==> src/hw/rtl/mttf_pkg.sv <==
// ----------------------------------------------------------------------------
// mttf_pkg
// Shared types and constants of the multi-term text filter.
// ----------------------------------------------------------------------------
package mttf_pkg;

	localparam int TERMS_DEF   = 8;
	localparam int PAT_LEN_DEF = 32;
	localparam int MAX_TERMS   = 8;

	localparam logic [1:0] MODE_LOAD = 2'd0;
	localparam logic [1:0] MODE_ATTR = 2'd1;
	localparam logic [1:0] MODE_TEXT = 2'd2;

	localparam logic [2:0] KIND_FUZZY     = 3'd0;
	localparam logic [2:0] KIND_SUBSTRING = 3'd1;
	localparam logic [2:0] KIND_PREFIX    = 3'd2;
	localparam logic [2:0] KIND_SUFFIX    = 3'd3;
	localparam logic [2:0] KIND_EQUAL     = 3'd4;

	typedef struct packed {
		logic       load;
		logic       clear;
		logic       take;
		logic [7:0] text_byte;
	} cell_ctl_t;

	typedef struct packed {
		logic [2:0] kind;
		logic       exact;
		logic       inverted;
		logic [5:0] length;
		logic [2:0] set_id;
		logic       enabled;
	} term_attr_t;

	function automatic logic [7:0] fold_byte(input logic [7:0] c, input logic exact);
		if (!exact && c >= 8'h41 && c <= 8'h5A)
			return c + 8'h20;
		return c;
	endfunction

endpackage

==> src/hw/rtl/mttf_cell.sv <==
// ----------------------------------------------------------------------------
// mttf_cell
// One window cell: holds one text byte and shifts it to the next cell.
// ----------------------------------------------------------------------------
module mttf_cell
	import mttf_pkg::*;
(
	input  logic       clk,
	input  logic       arst_n,
	input  cell_ctl_t  ctl,
	input  logic [7:0] shift_in,
	output logic [7:0] shift_out
);

	logic [7:0] byte_q;

	always_ff @(posedge clk or negedge arst_n) begin
		if (!arst_n) begin
			byte_q <= '0;
		end else if (ctl.clear) begin
			byte_q <= '0;
		end else if (ctl.take) begin
			byte_q <= shift_in;
		end
	end

	assign shift_out = byte_q;

endmodule

==> config.mk <==
export PLATFORM = sky130hd
export DESIGN_NAME = mttf_cell
export DESIGN_NICKNAME = d
export VERILOG_FILES = /design/src/hw/rtl/mttf_pkg.sv /design/src/hw/rtl/mttf_cell.sv
export SDC_FILE = /design/constraint.sdc
export NUM_CORES = 1
export LEC_CHECK = 0
export BUFFER_PORTS_ARGS = -buffer_cell sky130_fd_sc_hd__buf_4
export CAP_MARGIN = 20
export CORE_AREA = 3 3 40 42
export DETAILED_ROUTE_END_ITERATION = 8
export DIE_AREA = 0 0 43 45
export REMOVE_ABC_BUFFERS = 1
export SLEW_MARGIN = 20
export SYNTH_ARGS = -nofsm -noshare
export SYNTH_HDL_FRONTEND = slang
export SYNTH_SLANG_ARGS = --single-unit
==> constraint.sdc <==
create_clock -name clk -period 0.8 [get_ports clk]
set_input_delay 0.08 -clock clk [delete_from_list [all_inputs] [get_ports clk]]
set_output_delay 0.08 -clock clk [all_outputs]
set_load 0.01 [all_outputs]
==> results.sh, run 1 <==
export IMPL_ios=29
export IMPL_clockBufferDepth=2
export IMPL_rows=13
export IMPL_cp_num_buf_inv=1
export IMPL_cp_slowest_cell="dfrtp_1"
export IMPL_finalSetupTns_ns=-0.397
export IMPL_yosysSeqAreaShare_pct=61.5
export IMPL_ir_drop_uv=678
export IMPL_finalCriticalPeriod_ns=0.859
export IMPL_cp_end_kind="output port"
export IMPL_gp_congestion=0.656
export IMPL_grt_pass1_wl_um=1260
export IMPL_die_y_um=45
export IMPL_final_hold_violation_count=0
export IMPL_ant_nets=0
export IMPL_wl_per_cell_um=12.5
export IMPL_maxSlewHeadroom_pct=90.8
export IMPL_final_area_um2=542
export IMPL_drc=0
export IMPL_tightest_slew_ns=0.134
export IMPL_rsz0062_at_grt="true"
export IMPL_startpoint_type="register"
export IMPL_clkTransAtPathRegs_ns=0.05
export IMPL_port_buffers=19
export IMPL_syn_inst=26
export IMPL_path_class="reg2out"
export IMPL_dieArea_um2=1940
export IMPL_vias_per_cell=4.24
export IMPL_numClockSinks=8
export IMPL_yosysTopAreaCellShare_pct=61.5
export IMPL_critPathArrivalTime_ns=0.78
export IMPL_grt_ovfl_total=0
export IMPL_setup_viol_count_final=9
export IMPL_cts_tree="built"
export IMPL_p_leak_uw=0.000293
export IMPL_power_frac_comb_pct=18.2
export IMPL_drive_above_1_share_pct=47.9
export IMPL_synth_area_top_cells="dfrtp_1 (62%), mux2i_1 (25%), nor2_1 (9.2%), buf_6 (3.5%), buf_1 (1.2%)"
export IMPL_clk_latency_ns=0.25
export IMPL_p_per_area_nw_per_um2=1710
export IMPL_synth_edf_count=0
export IMPL_root_buffer="clkbuf_4"
export IMPL_hold_path_class="in2reg"
export IMPL_worstPathCellList="buf_6"
export IMPL_synth_cell_type_count=5
export IMPL_grt_pass1_vias=298
export IMPL_syn_area_um2=325
export IMPL_pwr_share_seq_pct=47.9
export IMPL_clock_skew_ns=0
export IMPL_synth_ff_type="dfrtp_1"
export IMPL_routed_wirelength_um=789
export IMPL_pre_cts_ws_ns=0.128
export IMPL_initial_core_util_pct=25.3
export IMPL_cap_violations=0
export IMPL_crit_family="flip-flops"
export IMPL_num_vias=267
export IMPL_core_um2=1280
export IMPL_required_ns=0.72
export IMPL_violations="setup timing"
export IMPL_sw_frac_of_total_pct=24.0
export IMPL_ys_warn_count=0
export IMPL_grt_max_degree=9
export IMPL_period_share_pct=107
export IMPL_antennaDiodeCount=0
export IMPL_largest_reg_flops=8
export IMPL_nNetsFinal=71
export IMPL_clkPwrFrac_pct=33.8
export IMPL_fin_ws_ns=-0.0592
export IMPL_switchingPower_uw=223
export IMPL_fmax_ghz=1.16
export IMPL_critPathMaxFanout=2
export IMPL_cts_max_level=1
export IMPL_drt_iter0_drc=3
export IMPL_cts_buffers=3
export IMPL_status="finished, violations left"
export IMPL_die_w_um=43
export IMPL_synthTopCellsByCount="dfrtp_1 (8), mux2i_1 (8), nor2_1 (8)"
export IMPL_rrSetupSlack_ns=-0.01
export IMPL_antenna_found_initial=0
export IMPL_p_int_uw=704
export IMPL_async_reset_ff_share_pct=100
export IMPL_grt_util_all_layers_pct=9.28
export IMPL_synth_seq_cells=8
export IMPL_yosysTopAreaCell="dfrtp_1"
export IMPL_area_growth_pct=66.5
export IMPL_placed_area_um2=472
export IMPL_final_core_util_pct=42.2
export IMPL_hold_ws_ns=0.0509
export IMPL_syn_avg_cell_area_um2=12.5
export IMPL_crit_path_max_incr_delay_ns=0.39
export IMPL_detail_route_first_pass_iterations=2
export IMPL_maxSlewViolCount=0
[metrics by stage]
stage | power [uW] | std cells
2_1_floorplan | 491 | 24
3_3_place_gp | 595 | 58
3_5_place_dp | 596 | 58
4_1_cts | 935 | 62
5_1_grt | 970 | 63
6_report | 927 | 63
[final timing paths]
kind                         startpoint      endpoint  depth (start not counted)
max                        shift_out[3]  shift_out[3]                          1
min                              ctl[9]  shift_out[4]                          2
max reg2reg                shift_out[4]  shift_out[4]                          3
min reg2reg                shift_out[2]  shift_out[2]                          2
max in group asynchronous        arst_n  shift_out[2]                          2
min in group asynchronous        arst_n  shift_out[3]                          2
[what timing repair did]
item / in CTS / in global routing
endpoints found under the hold margin: 8 / 0
gates resized for setup: 8 / 0
setup buffers: 0 / 1
endpoints found under the setup margin: 8 / 8
hold buffers: 1 / 0
[cell type report]
cell class / instances / area [um^2]
clock buffer: 3 / 22.5
fill: 134 / 743
multi-input combinational: 16 / 110
sequential: 8 / 200
tap: 15 / 18.8
timing repair buffer: 21 / 190
[layout by cell type (no fill, tap or decap), drive strengths merged]
cell	instances
clkbuf	3
nor2	8
buf	20
mux2i	8
dfrtp	8
dlygate4sd3	1
[metal layers]
| metal | vias up | part of all wire (%) | global-route usage, % |
|---|---|---|---|
| met4 | 0 | 0 | 9.04 |
| met3 | 0 | 4.3 | 2.39 |
| li1 | 131 | - | - |
| met5 | - | 0 | 0 |
| met2 | 4 | 60 | 14.7 |
| met1 | 132 | 36 | 10.0 |
[power groups by stage]
stage | logic, uW | clock network (uW) | registers, uW
2_1_floorplan | 34.3 | 0 | 457
3_3_place_gp | 149 | 0 | 446
3_5_place_dp | 149 | 0 | 447
4_1_cts | 167 | 323 | 444
5_1_grt | 185 | 337 | 447
6_report | 169 | 314 | 445
[cells by family after synthesis]
| kind of cell | share of synthesized area, % |
|---|---|
| muxes | 24.6 |
| DFF | 61.5 |
| and+or+nand+nor | 9.23 |
| buffers and inverters | 4.61 |
(Power assumes the default switching activity.)
==> inputs of run 2 (changes only) <==
--- a/config.mk
+++ b/config.mk
@@ -11,6 +11,7 @@
 export DETAILED_ROUTE_END_ITERATION = 8
 export DIE_AREA = 0 0 43 45
 export REMOVE_ABC_BUFFERS = 1
+export SKIP_LAST_GASP = 1
 export SLEW_MARGIN = 20
 export SYNTH_ARGS = -nofsm -noshare
 export SYNTH_HDL_FRONTEND = slang
==> results.sh, run 2 (same netlist as run 1, synthesis figures left out) <==
export IMPL_worstPathCellList="buf_6"
export IMPL_dieArea_um2=1940
export IMPL_rows=13
export IMPL_die_y_um=45
export IMPL_cp_slowest_cell="dfrtp_1"
export IMPL_grt_util_all_layers_pct=9.28
export IMPL_grt_pass1_vias=298
export IMPL_clkPwrFrac_pct=33.8
export IMPL_startpoint_type="register"
export IMPL_grt_ovfl_total=0
export IMPL_antenna_found_initial=0
export IMPL_final_hold_violation_count=0
export IMPL_critPathArrivalTime_ns=0.78
export IMPL_clockBufferDepth=2
export IMPL_violations="setup timing"
export IMPL_grt_max_degree=9
export IMPL_period_share_pct=107
export IMPL_power_frac_comb_pct=18.2
export IMPL_clkTransAtPathRegs_ns=0.05
export IMPL_final_cell_mix="buf_4 (12), mux2i_1 (8), nor2_1 (8), buf_6 (8), dfrtp_1 (8)"
export IMPL_detail_route_first_pass_iterations=2
export IMPL_initial_core_util_pct=25.3
export IMPL_antennaDiodeCount=0
export IMPL_cp_num_buf_inv=1
export IMPL_worstSetupPathDepth=1
export IMPL_root_buffer="clkbuf_4"
export IMPL_setup_viol_count_final=9
export IMPL_core_um2=1280
export IMPL_die_w_um=43
export IMPL_num_vias=267
export IMPL_cts_max_level=1
export IMPL_hold_path_class="in2reg"
export IMPL_vias_per_cell=4.24
export IMPL_sw_frac_of_total_pct=24.0
export IMPL_clk_latency_ns=0.25
export IMPL_cap_violations=0
export IMPL_pwr_share_seq_pct=47.9
export IMPL_wl_per_cell_um=12.5
export IMPL_ir_drop_uv=678
export IMPL_p_int_uw=704
export IMPL_switchingPower_uw=223
export IMPL_numClockSinks=8
export IMPL_clock_skew_ns=0
export IMPL_cp_end_kind="output port"
export IMPL_status="finished, violations left"
export IMPL_final_common_cell="buf_4"
export IMPL_drc=0
export IMPL_maxSlewViolCount=0
export IMPL_maxSlewHeadroom_pct=90.8
export IMPL_required_ns=0.72
export IMPL_hold_ws_ns=0.0509
export IMPL_crit_family="flip-flops"
export IMPL_gp_congestion=0.656
export IMPL_largest_reg_flops=8
export IMPL_cts_tree="built"
export IMPL_nNetsFinal=71
export IMPL_ant_nets=0
export IMPL_path_class="reg2out"
export IMPL_hold_depth=2
export IMPL_grt_pass1_wl_um=1260
export IMPL_ios=29
export IMPL_rr_worst_depth=3
export IMPL_routed_wirelength_um=789
export IMPL_fin_ws_ns=-0.0592
export IMPL_drive_above_1_share_pct=47.9
export IMPL_port_buffers=19
export IMPL_rsz0062_at_grt="true"
export IMPL_p_per_area_nw_per_um2=1710
export IMPL_area_growth_pct=66.5
export IMPL_fmax_ghz=1.16
export IMPL_drt_iter0_drc=3
export IMPL_tightest_slew_ns=0.134
export IMPL_cts_buffers=3
export IMPL_p_leak_uw=0.000293
export IMPL_pre_cts_ws_ns=0.128
export IMPL_rrSetupSlack_ns=-0.01
export IMPL_crit_path_max_incr_delay_ns=0.39
export IMPL_finalCriticalPeriod_ns=0.859
export IMPL_critPathMaxFanout=2
## run 2: stage by stage
| stage | setup TNS, ns | total power [uW] | util [%] | instance area (um^2) | std cells |
|---|---|---|---|---|---|
| global route | -0.618 | 970 | 42.2 | 542 | 63 |
| CTS | -0.426 | 935 | 41.6 | 534 | 62 |
| finish | -0.397 | 927 | 42.2 | 542 | 63 |
| detailed placement | 0 | 596 | 36.7 | 472 | 58 |
| floorplan | 0 | 491 | - | 310 | 24 |
| global placement | 0 | 595 | 36.7 | 472 | 58 |
## run 2: what timing repair did
item                                    in CTS  in global routing
gates resized for setup                      8                  0
endpoints found under the hold margin        8                  0
hold buffers                                 1                  0
pin swaps                                    0                  0
endpoints found under the setup margin       8                  8
buffers inserted                             0                  1
## run 2: path summary, 6_finish.rpt
kind,startpoint,end
max,shift_out[3],shift_out[3]
max reg2reg,shift_out[4],shift_out[4]
max in group asynchronous,arst_n,shift_out[2]
min reg2reg,shift_out[2],shift_out[2]
min in group asynchronous,arst_n,shift_out[3]
min,ctl[9],shift_out[4]
## run 2: area by class of cell
cell class,instances,area [um^2]
fill,134,743
sequential,8,200
timing repair buffer,21,190
multi-input combinational,16,110
clock buffer,3,22.5
tap,15,18.8
## run 2: power groups by stage
| stage | Clock, uW | Sequential [uW] | Combinational (uW) |
|---|---|---|---|
| 2_1_floorplan | 0 | 457 | 34.3 |
| 3_3_place_gp | 0 | 446 | 149 |
| 3_5_place_dp | 0 | 447 | 149 |
| 4_1_cts | 323 | 444 | 167 |
| 5_1_grt | 337 | 447 | 185 |
| 6_report | 314 | 445 | 169 |
## run 2: routing by layer
layer	wire (um)	GRT usage, %
met2	470	14.7
met1	283	10.0
met3	34	2.39
met5	0	0
met4	0	9.04
